--- src/hw/rtl/cle_pkg.sv ---
// Shared types and codes for the circular list engine.
package cle_pkg;

   typedef enum logic [2:0] {
      CMD_INS_FRONT = 3'd0,
      CMD_INS_END   = 3'd1,
      CMD_INS_AFTER = 3'd2,
      CMD_DELETE    = 3'd3,
      CMD_READ      = 3'd4
   } cmd_type;

   typedef enum logic [2:0] {
      ST_OK       = 3'd0,
      ST_EMPTY    = 3'd1,
      ST_POS      = 3'd2,
      ST_NOTFOUND = 3'd3,
      ST_FULL     = 3'd4
   } status_type;

   typedef enum logic [3:0] {
      S_IDLE,
      S_CHECK,
      S_WALK,
      S_TAKE,
      S_INS_A,
      S_INS_B,
      S_INS_C,
      S_DEL,
      S_DONE
   } state_type;

   typedef struct packed {
      logic val_we;
      logic nxt_we;
   } mem_ctl_type;

endpackage

--- src/hw/rtl/circular_list_engine_top.sv ---
// A rejected or unused command goes from S_CHECK straight to the result strobe. Insert at
// front or end passes S_TAKE, S_INS_A, S_INS_B and S_INS_C (into an empty list it ends
// after S_INS_A); a read walks to its position; insert after walks there first; a delete
// walks to a match or the list's end, then frees the node in S_DEL. The walk takes one link
// per cycle through the single registered read port of the node pool. A new word is taken
// in the cycle after the strobe. The receiver cannot stall. Synchronous reset empties the list.
module circular_list_engine_top #(
   parameter int CAPACITY = 16
) (
   input  logic               clock,
   input  logic               reset,
   input  logic               start,
   output logic               busy,
   input  logic [2:0]         req_command,
   input  logic [7:0]         req_position,
   input  logic signed [31:0] req_value,
   output logic               rsp_valid,
   output logic [2:0]         rsp_status,
   output logic [4:0]         rsp_length,
   output logic signed [31:0] rsp_read_value
);
   import cle_pkg::*;

   localparam int IW = (CAPACITY > 1) ? $clog2(CAPACITY) : 1;
   localparam int CW = $clog2(CAPACITY + 1);

   mem_ctl_type   ctl;
   logic [IW-1:0] rd_addr;
   logic [IW-1:0] val_waddr;
   logic [31:0]   val_wdata;
   logic [IW-1:0] nxt_waddr;
   logic [IW-1:0] nxt_wdata;
   logic [IW-1:0] rd_addr_q;
   logic [31:0]   val_rdata;
   logic [IW-1:0] nxt_rdata;
   logic [CW-1:0] count;

   cle_node_mem #(
      .CAPACITY (CAPACITY),
      .IW       (IW)
   ) u_mem (
      .clock     (clock),
      .reset     (reset),
      .ctl       (ctl),
      .rd_addr   (rd_addr),
      .val_waddr (val_waddr),
      .val_wdata (val_wdata),
      .nxt_waddr (nxt_waddr),
      .nxt_wdata (nxt_wdata),
      .rd_addr_q (rd_addr_q),
      .val_rdata (val_rdata),
      .nxt_rdata (nxt_rdata)
   );

   cle_seq #(
      .CAPACITY (CAPACITY),
      .IW       (IW),
      .CW       (CW)
   ) u_seq (
      .clock        (clock),
      .reset        (reset),
      .start        (start),
      .req_command  (req_command),
      .req_position (req_position),
      .req_value    (req_value),
      .busy         (busy),
      .done         (rsp_valid),
      .status       (rsp_status),
      .count        (count),
      .read_value   (rsp_read_value),
      .ctl          (ctl),
      .rd_addr      (rd_addr),
      .val_waddr    (val_waddr),
      .val_wdata    (val_wdata),
      .nxt_waddr    (nxt_waddr),
      .nxt_wdata    (nxt_wdata),
      .rd_addr_q    (rd_addr_q),
      .val_rdata    (val_rdata),
      .nxt_rdata    (nxt_rdata)
   );

   // Length is reported modulo 32.
   assign rsp_length = 5'(count);

endmodule

--- src/hw/rtl/cle_node_mem.sv ---
// Node pool storage: value and next-link memories with one registered read port.
module cle_node_mem #(
   parameter int CAPACITY = 16,
   parameter int IW       = 4
) (
   input  logic               clock,
   input  logic               reset,
   input  cle_pkg::mem_ctl_type ctl,
   input  logic [IW-1:0]      rd_addr,
   input  logic [IW-1:0]      val_waddr,
   input  logic [31:0]        val_wdata,
   input  logic [IW-1:0]      nxt_waddr,
   input  logic [IW-1:0]      nxt_wdata,
   output logic [IW-1:0]      rd_addr_q,
   output logic [31:0]        val_rdata,
   output logic [IW-1:0]      nxt_rdata
);
   import cle_pkg::*;

   logic [31:0]         val_mem [CAPACITY];
   logic [IW-1:0]       nxt_mem [CAPACITY];
   logic [CAPACITY-1:0] nxt_vld_ff;
   logic [IW-1:0]       nxt_raw_ff;
   logic                nxt_hit_ff;
   logic [IW-1:0]       addr_ff;
   logic [31:0]         val_rd_ff;
   logic [IW-1:0]       chain_next;

   always_ff @(posedge clock) begin
      if (ctl.val_we) begin
         val_mem[val_waddr] <= val_wdata;
      end
      if (ctl.nxt_we) begin
         nxt_mem[nxt_waddr] <= nxt_wdata;
      end
      val_rd_ff  <= val_mem[rd_addr];
      nxt_raw_ff <= nxt_mem[rd_addr];
      nxt_hit_ff <= nxt_vld_ff[rd_addr];
      addr_ff    <= rd_addr;
   end

   // A link never written reads as the free chain laid out at reset.
   always_ff @(posedge clock) begin
      if (reset) begin
         nxt_vld_ff <= '0;
      end else if (ctl.nxt_we) begin
         nxt_vld_ff[nxt_waddr] <= 1'b1;
      end
   end

   always_comb begin
      if (addr_ff == IW'(CAPACITY - 1)) begin
         chain_next = '0;
      end else begin
         chain_next = IW'(addr_ff + 1'b1);
      end
   end

   assign rd_addr_q = addr_ff;
   assign val_rdata = val_rd_ff;
   assign nxt_rdata = nxt_hit_ff ? nxt_raw_ff : chain_next;

endmodule

--- src/hw/rtl/cle_seq.sv ---
// Command sequencer: walks the list one link per cycle through the shared read port.
module cle_seq #(
   parameter int CAPACITY = 16,
   parameter int IW       = 4,
   parameter int CW       = 5
) (
   input  logic                 clock,
   input  logic                 reset,
   input  logic                 start,
   input  logic [2:0]           req_command,
   input  logic [7:0]           req_position,
   input  logic signed [31:0]   req_value,
   output logic                 busy,
   output logic                 done,
   output logic [2:0]           status,
   output logic [CW-1:0]        count,
   output logic signed [31:0]   read_value,
   output cle_pkg::mem_ctl_type ctl,
   output logic [IW-1:0]        rd_addr,
   output logic [IW-1:0]        val_waddr,
   output logic [31:0]          val_wdata,
   output logic [IW-1:0]        nxt_waddr,
   output logic [IW-1:0]        nxt_wdata,
   input  logic [IW-1:0]        rd_addr_q,
   input  logic [31:0]          val_rdata,
   input  logic [IW-1:0]        nxt_rdata
);
   import cle_pkg::*;

   localparam int PW = (CW > 8) ? CW : 8;

   state_type       state_ff, state_in;
   logic [2:0]      cmd_ff, cmd_in;
   logic [7:0]      pos_ff, pos_in;
   logic [31:0]     val_ff, val_in;
   logic [IW-1:0]   tail_ff, tail_in;
   logic [IW-1:0]   free_ff, free_in;
   logic [CW-1:0]   count_ff, count_in;
   logic [CW-1:0]   k_ff, k_in;
   logic [IW-1:0]   link_ff, link_in;
   logic [IW-1:0]   new_ff, new_in;
   logic [IW-1:0]   cur_ff, cur_in;
   logic [IW-1:0]   prev_ff, prev_in;
   logic [2:0]      status_ff, status_in;
   logic [31:0]     rd_ff, rd_in;

   logic            is_empty;
   logic            is_full;
   logic            pos_bad;
   logic            at_pos;
   logic [PW-1:0]   pos_x;
   logic [PW-1:0]   cnt_x;
   logic [PW-1:0]   k_x;

   always_ff @(posedge clock) begin
      if (reset) begin
         state_ff <= S_IDLE;
         tail_ff  <= '0;
         free_ff  <= '0;
         count_ff <= '0;
      end else begin
         state_ff <= state_in;
         tail_ff  <= tail_in;
         free_ff  <= free_in;
         count_ff <= count_in;
      end
   end

   always_ff @(posedge clock) begin
      cmd_ff    <= cmd_in;
      pos_ff    <= pos_in;
      val_ff    <= val_in;
      k_ff      <= k_in;
      link_ff   <= link_in;
      new_ff    <= new_in;
      cur_ff    <= cur_in;
      prev_ff   <= prev_in;
      status_ff <= status_in;
      rd_ff     <= rd_in;
   end

   assign pos_x    = PW'(pos_ff);
   assign cnt_x    = PW'(count_ff);
   assign k_x      = PW'(k_ff);
   assign is_empty = (count_ff == '0);
   assign is_full  = (count_ff == CW'(CAPACITY));
   assign pos_bad  = (pos_ff == 8'd0) || (pos_x > cnt_x);
   assign at_pos   = (k_x == pos_x);

   always_comb begin
      state_in  = state_ff;
      cmd_in    = cmd_ff;
      pos_in    = pos_ff;
      val_in    = val_ff;
      tail_in   = tail_ff;
      free_in   = free_ff;
      count_in  = count_ff;
      k_in      = k_ff;
      link_in   = link_ff;
      new_in    = new_ff;
      cur_in    = cur_ff;
      prev_in   = prev_ff;
      status_in = status_ff;
      rd_in     = rd_ff;
      ctl       = '0;
      rd_addr   = '0;
      val_waddr = free_ff;
      val_wdata = val_ff;
      nxt_waddr = '0;
      nxt_wdata = '0;

      case (state_ff)
         S_IDLE: begin
            if (start) begin
               cmd_in    = req_command;
               pos_in    = req_position;
               val_in    = req_value;
               status_in = ST_OK;
               rd_in     = '0;
               state_in  = S_CHECK;
            end
         end
         S_CHECK: begin
            // The walk starts at the tail, which counts as position zero.
            k_in    = '0;
            rd_addr = tail_ff;
            case (cmd_ff)
               CMD_INS_FRONT, CMD_INS_END: begin
                  if (is_full) begin
                     status_in = ST_FULL;
                     state_in  = S_DONE;
                  end else begin
                     link_in  = tail_ff;
                     state_in = S_TAKE;
                  end
               end
               CMD_INS_AFTER: begin
                  if (is_empty) begin
                     status_in = ST_EMPTY;
                     state_in  = S_DONE;
                  end else if (pos_bad) begin
                     status_in = ST_POS;
                     state_in  = S_DONE;
                  end else if (is_full) begin
                     status_in = ST_FULL;
                     state_in  = S_DONE;
                  end else begin
                     state_in = S_WALK;
                  end
               end
               CMD_DELETE: begin
                  if (is_empty) begin
                     status_in = ST_EMPTY;
                     state_in  = S_DONE;
                  end else begin
                     state_in = S_WALK;
                  end
               end
               CMD_READ: begin
                  if (is_empty) begin
                     status_in = ST_EMPTY;
                     state_in  = S_DONE;
                  end else if (pos_bad) begin
                     status_in = ST_POS;
                     state_in  = S_DONE;
                  end else begin
                     state_in = S_WALK;
                  end
               end
               default: begin
                  state_in = S_DONE;
               end
            endcase
         end
         S_WALK: begin
            // The read port holds the value and link of the node at position k.
            rd_addr = nxt_rdata;
            prev_in = rd_addr_q;
            k_in    = CW'(k_ff + 1'b1);
            case (cmd_ff)
               CMD_READ: begin
                  if (at_pos) begin
                     rd_in    = val_rdata;
                     state_in = S_DONE;
                  end
               end
               CMD_INS_AFTER: begin
                  if (at_pos) begin
                     link_in  = rd_addr_q;
                     state_in = S_TAKE;
                  end
               end
               CMD_DELETE: begin
                  if ((k_ff != '0) && (val_rdata == val_ff)) begin
                     cur_in     = rd_addr_q;
                     prev_in    = prev_ff;
                     ctl.nxt_we = 1'b1;
                     nxt_waddr  = prev_ff;
                     nxt_wdata  = nxt_rdata;
                     state_in   = S_DEL;
                  end else if (k_ff == count_ff) begin
                     status_in = ST_NOTFOUND;
                     state_in  = S_DONE;
                  end
               end
               default: begin
                  state_in = S_DONE;
               end
            endcase
         end
         S_TAKE: begin
            rd_addr    = free_ff;
            ctl.val_we = 1'b1;
            new_in     = free_ff;
            state_in   = S_INS_A;
         end
         S_INS_A: begin
            free_in = nxt_rdata;
            rd_addr = link_ff;
            if (is_empty) begin
               ctl.nxt_we = 1'b1;
               nxt_waddr  = new_ff;
               nxt_wdata  = new_ff;
               tail_in    = new_ff;
               count_in   = CW'(count_ff + 1'b1);
               state_in   = S_DONE;
            end else begin
               state_in = S_INS_B;
            end
         end
         S_INS_B: begin
            ctl.nxt_we = 1'b1;
            nxt_waddr  = new_ff;
            nxt_wdata  = nxt_rdata;
            state_in   = S_INS_C;
         end
         S_INS_C: begin
            ctl.nxt_we = 1'b1;
            nxt_waddr  = link_ff;
            nxt_wdata  = new_ff;
            if ((cmd_ff == CMD_INS_END) ||
                ((cmd_ff == CMD_INS_AFTER) && (link_ff == tail_ff))) begin
               tail_in = new_ff;
            end
            count_in = CW'(count_ff + 1'b1);
            state_in = S_DONE;
         end
         S_DEL: begin
            // The removed node goes back on top of the free list.
            ctl.nxt_we = 1'b1;
            nxt_waddr  = cur_ff;
            nxt_wdata  = free_ff;
            free_in    = cur_ff;
            count_in   = CW'(count_ff - 1'b1);
            if (count_ff == CW'(1)) begin
               tail_in = '0;
            end else if (cur_ff == tail_ff) begin
               tail_in = prev_ff;
            end
            state_in = S_DONE;
         end
         S_DONE: begin
            state_in = S_IDLE;
         end
         default: begin
            state_in = S_IDLE;
         end
      endcase
   end

   assign busy       = (state_ff != S_IDLE);
   assign done       = (state_ff == S_DONE);
   assign status     = status_ff;
   assign count      = count_ff;
   assign read_value = rd_ff;

endmodule

--- config.mk ---
export PLATFORM = sky130hd
export DESIGN_NAME = circular_list_engine_top
export DESIGN_NICKNAME = d
export VERILOG_FILES = /design/src/hw/rtl/cle_pkg.sv /design/src/hw/rtl/circular_list_engine_top.sv /design/src/hw/rtl/cle_node_mem.sv /design/src/hw/rtl/cle_seq.sv
export SDC_FILE = /design/constraint.sdc
export NUM_CORES = 1
export LEC_CHECK = 0
export ABC_CLOCK_PERIOD_IN_PS = 4700
export BUFFER_PORTS_ARGS = -buffer_cell sky130_fd_sc_hd__buf_2
export CAP_MARGIN = 25
export CORE_MARGIN = 5
export CORE_UTILIZATION = 64
export CTS_BUF_LIST = sky130_fd_sc_hd__clkbuf_4
export CTS_CLUSTER_SIZE = 14
export DETAILED_ROUTE_END_ITERATION = 6
export GPL_ROUTABILITY_DRIVEN = 0
export PLACE_DENSITY = 0.82
export SETUP_SLACK_MARGIN = 0.5
export SLEW_MARGIN = 25
export SYNTH_ARGS = -nofsm -noshare
export SYNTH_HDL_FRONTEND = slang
export SYNTH_SLANG_ARGS = --single-unit
--- constraint.sdc ---
create_clock -name clock -period 4.7 [get_ports clock]
set_clock_uncertainty 0.2 [all_clocks]
set_input_delay 0.47 -clock clock [delete_from_list [all_inputs] [get_ports clock]]
set_output_delay 0.47 -clock clock [all_outputs]
set_load 0.02 [all_outputs]
==> results.py <==
metrics = {
    "grt": {
        "antenna_found_initial": 3,
        "track_usage_pct": 30.6,
        "grt_pass1_vias": 20500,
        "grt_overflow": 0,
        "gr-usage-met1_pct": 41.9,
        "grt_max_degree": 157,
        "grt_use_met3_pct": 7.27,
        "grt_pass1_wl_um": 119000,
        "grt.met2_usage_pct": 47.7,
        "grt.busiest_layer": "met2",
    },
    "sta": {
        "tns_ns": 0,
        "finalWorstPathRequiredPeriod_ns": 4.02,
        "rsz0062_at_grt": "no",
        "slew_violations": 0,
        "worstMarginPinSlew_ns": 1.05,
        "setup_viol": 0,
        "fmax_ghz": 0.249,
        "timing.slew.headroom_pct": 30.0,
        "worst_hold_slack_ns": 0.274,
        "fin_crit_sh_pct": 85.5,
        "finalHoldViolCount": 0,
    },
    "routing": {
        "detail_route.wl_per_cell_um": 24.7,
        "dr_total_vias": 21000,
        "finalWirelength_um": 79200,
        "drc": 2,
        "vias_per_cell": 6.54,
        "dr.first_iter.drc_count": 3303,
        "firstDrtPassIters": 7,
        "antenna_left": 0,
    },
    "final_layout": {
        "nets": 2510,
        "fin_cells": 3213,
        "syn_to_final_growth_pct": 15.0,
        "num-fill-cells": 2807,
        "drive_gt1_share_pct": 18.4,
        "utilization_pct": 74.5,
    },
    "worst_setup_path": {
        "required_ns": 5.13,
        "cp-end-kind": "flop",
        "cp-start-kind": "flop",
        "path_class": "flop to flop",
        "path_max_fanout": 17,
        "arrival_ns": 4.45,
    },
    "floorplan": {
        "core_um2": 46600,
        "io_pins": 88,
        "die_area_um2": 51600,
        "die_x_um": 227,
        "die_h_um": 227,
        "rows": 79,
        "initial_core_util_pct": 64.8,
    },
    "synthesis": {
        "yosysSeqAreaShare_pct": 72.1,
        "synth-edff-count": 675,
        "syn_area_per_cell_um2": 13.7,
        "synth-warning-count": 0,
        "synthDistinctLibCells": 69,
        "synth_top_flop_cell": "edfxtp_1",
        "ys_seq_elements": 749,
        "syn_inst": 2204,
        "async_flop_share_pct": 0,
        "netlist_area_um2": 30200,
        "synth_nets": 2261,
    },
    "flow_run": {
        "drv_cap": 0,
    },
    "cts": {
        "root_buffer": "clkbuf_4",
        "cts_sinks": 749,
        "cts.htree.levels": 4,
        "clk_latency_ns": 1.02,
        "cts_made_buffers": 176,
        "clk_pin_slew_ns": 0.07,
        "cts_tree": "yes",
        "cts_max_path_buffers": 3,
    },
    "power_and_ir_drop": {
        "cellLeakagePower_nw": 12.2,
        "p_per_area_nw_per_um2": 394,
        "ir_worst_vdd_uv": 305,
    },
    "worst_hold_path": {
        "hold_path.class": "flop to flop",
    },
    "run_status": {
        "violations": "design-rule violations",
        "outcome": "finished with violations",
    },
    "placement": {
        "hpwl_um": 41400,
        "port_buffers": 87,
        "dp_cells": 2793,
    },
}
==> path summary, 6_finish.rpt <==
kind                  startpoint                  end  slack (ns)  cells past startpoint
min          u_mem.nxt_vld_ff[2]  u_mem.nxt_vld_ff[2]        0.27                      2
max reg2reg  u_seq.val_wdata[14]  u_mem.nxt_mem[4][1]        0.68                     10
max          u_seq.val_wdata[14]  u_mem.nxt_mem[4][1]        0.68                     10
min reg2reg  u_mem.nxt_vld_ff[2]  u_mem.nxt_vld_ff[2]        0.27                      2
==> cells in the final DEF, fill, tap and decap left out, types with 4 or more instances in the layout <==
master	count
dfxtp_1	74
o21ai_0	16
a21o_1	8
clkbuf_4	280
and3_1	148
and2_1	35
nor3_1	11
buf_12	12
a31oi_1	154
nor2_1	53
nand2b_1	9
buf_2	87
a21oi_1	26
nand2_1	362
nor3_2	4
nand3_1	13
xor2_1	15
a221oi_1	12
dlygate4sd3_1	88
inv_1	25
edfxtp_1	675
ha_1	11
inv_2	4
nor2_4	14
o31ai_1	5
nand4_1	8
buf_4	44
a211oi_1	150
nor4_1	6
clkinv_1	33
or2_2	4
bufinv_16	4
o41ai_1	6
a22oi_1	78
o22ai_1	11
xnor2_1	45
==> cells by family after synthesis <==
| group | synth area share (%) |
|---|---|
| AOI/OAI and AO/OA | 11.6 |
| xor gates and xnor gates | 1.74 |
| DFF | 72.1 |
| adders and majority gates | 0.456 |
| buffers and inverters | 2.95 |
| and+or+nand+nor | 11.0 |
| muxes | 0.174 |
==> per-layer routing <==
metal  vias to the layer above  wire length (µm)
met5                         -                 0
met4                         0              2760
met3                       227              9970
met2                      1622             37800
met1                     10100             28700
li1                       9078                 -
==> final cells by class <==
type | count | area (µm²) | area share (%)
Multi-Input combinational cell | 1268 | 7720 | 22.3
Tap cell | 607 | 759 | 2.19
Inverter | 26 | 105 | 0.303
Sequential cell | 749 | 21800 | 62.7
Antenna cell | 3 | 7.51 | 0.0217
Clock inverter | 48 | 310 | 0.895
Timing Repair Buffer | 232 | 1910 | 5.52
Clock buffer | 280 | 2100 | 6.06
==> where the power goes <==
| part | total (W) | leakage [nW] | switching, W | internal (W) |
|---|---|---|---|---|
| clock | 0.00550 | 1.44 | 0.00257 | 0.00293 |
| sequential | 0.00761 | 6.83 | 0.000184 | 0.00743 |
| combinational | 0.000552 | 3.92 | 0.000334 | 0.000217 |
==> critical path, stage by stage, from the launching register on <==
cell	delay, ns
edfxtp_1	0.58
xnor2_1	0.48
nand4_1	0.23
nor4_2	0.49
buf_4	0.20
nand4_1	0.21
inv_1	0.27
buf_4	0.22
a21o_1	0.16
nand2_1	0.23
nor2_1	0.38
==> stage by stage <==
stage	power [W]	cell area (µm²)	setup slack, ns
floorplan	0.00798	30200	0.685
global placement	0.00820	31300	0.748
detailed placement	0.00824	31400	0.665
CTS	0.0137	34700	0.594
global route	0.0141	34700	0.561
finish	0.0137	34700	0.683
==> synth_stat cells, types with 11 or more instances <==
master / n / area (µm²)
a211oi_1: 150 / 1130
a21oi_1: 26 / 130
a221oi_1: 12 / 105
a22oi_1: 78 / 586
a31oi_1: 154 / 963
and2_1: 37 / 231
and3_1: 148 / 926
buf_2: 17 / 85.1
buf_4: 20 / 150
buf_6: 12 / 135
clkbuf_1: 107 / 402
dfxtp_1: 74 / 1480
edfxtp_1: 675 / 20300
ha_1: 11 / 138
inv_1: 25 / 93.8
nand2_1: 362 / 1360
nand3_1: 13 / 65.1
nor2_1: 67 / 251
nor3_1: 15 / 75.1
o21ai_0: 16 / 80.1
o22ai_1: 11 / 68.8
xnor2_1: 45 / 394
xor2_1: 15 / 131
==> registers in the layout (all words and copies together), names as in the netlist, 4 cells and up <==
| name | flops |
|---|---|
| u_seq.cur_ff | 4 |
| u_seq.val_waddr | 4 |
| u_seq.tail_ff | 4 |
| u_mem.nxt_vld_ff | 16 |
| u_seq.link_ff | 4 |
| u_seq.val_wdata | 32 |
| u_mem.nxt_mem | 64 |
| u_seq.count | 5 |
| u_mem.rd_addr_q | 4 |
| u_seq.state_ff | 4 |
| u_seq.pos_ff | 8 |
| u_seq.prev_ff | 4 |
| u_seq.k_ff | 5 |
| u_mem.nxt_raw_ff | 4 |
| u_seq.new_ff | 4 |
| u_seq.read_value | 32 |
| u_mem.val_mem | 512 |
| u_mem.val_rdata | 32 |
==> repair_timing <==
action	CTS	global route
buffers inserted	0	0
hold buffers	88	0
gates resized for setup	0	1
setup endpoints to repair	0	36
endpoints found under the hold margin	103	0
(Power assumes the default switching activity.)
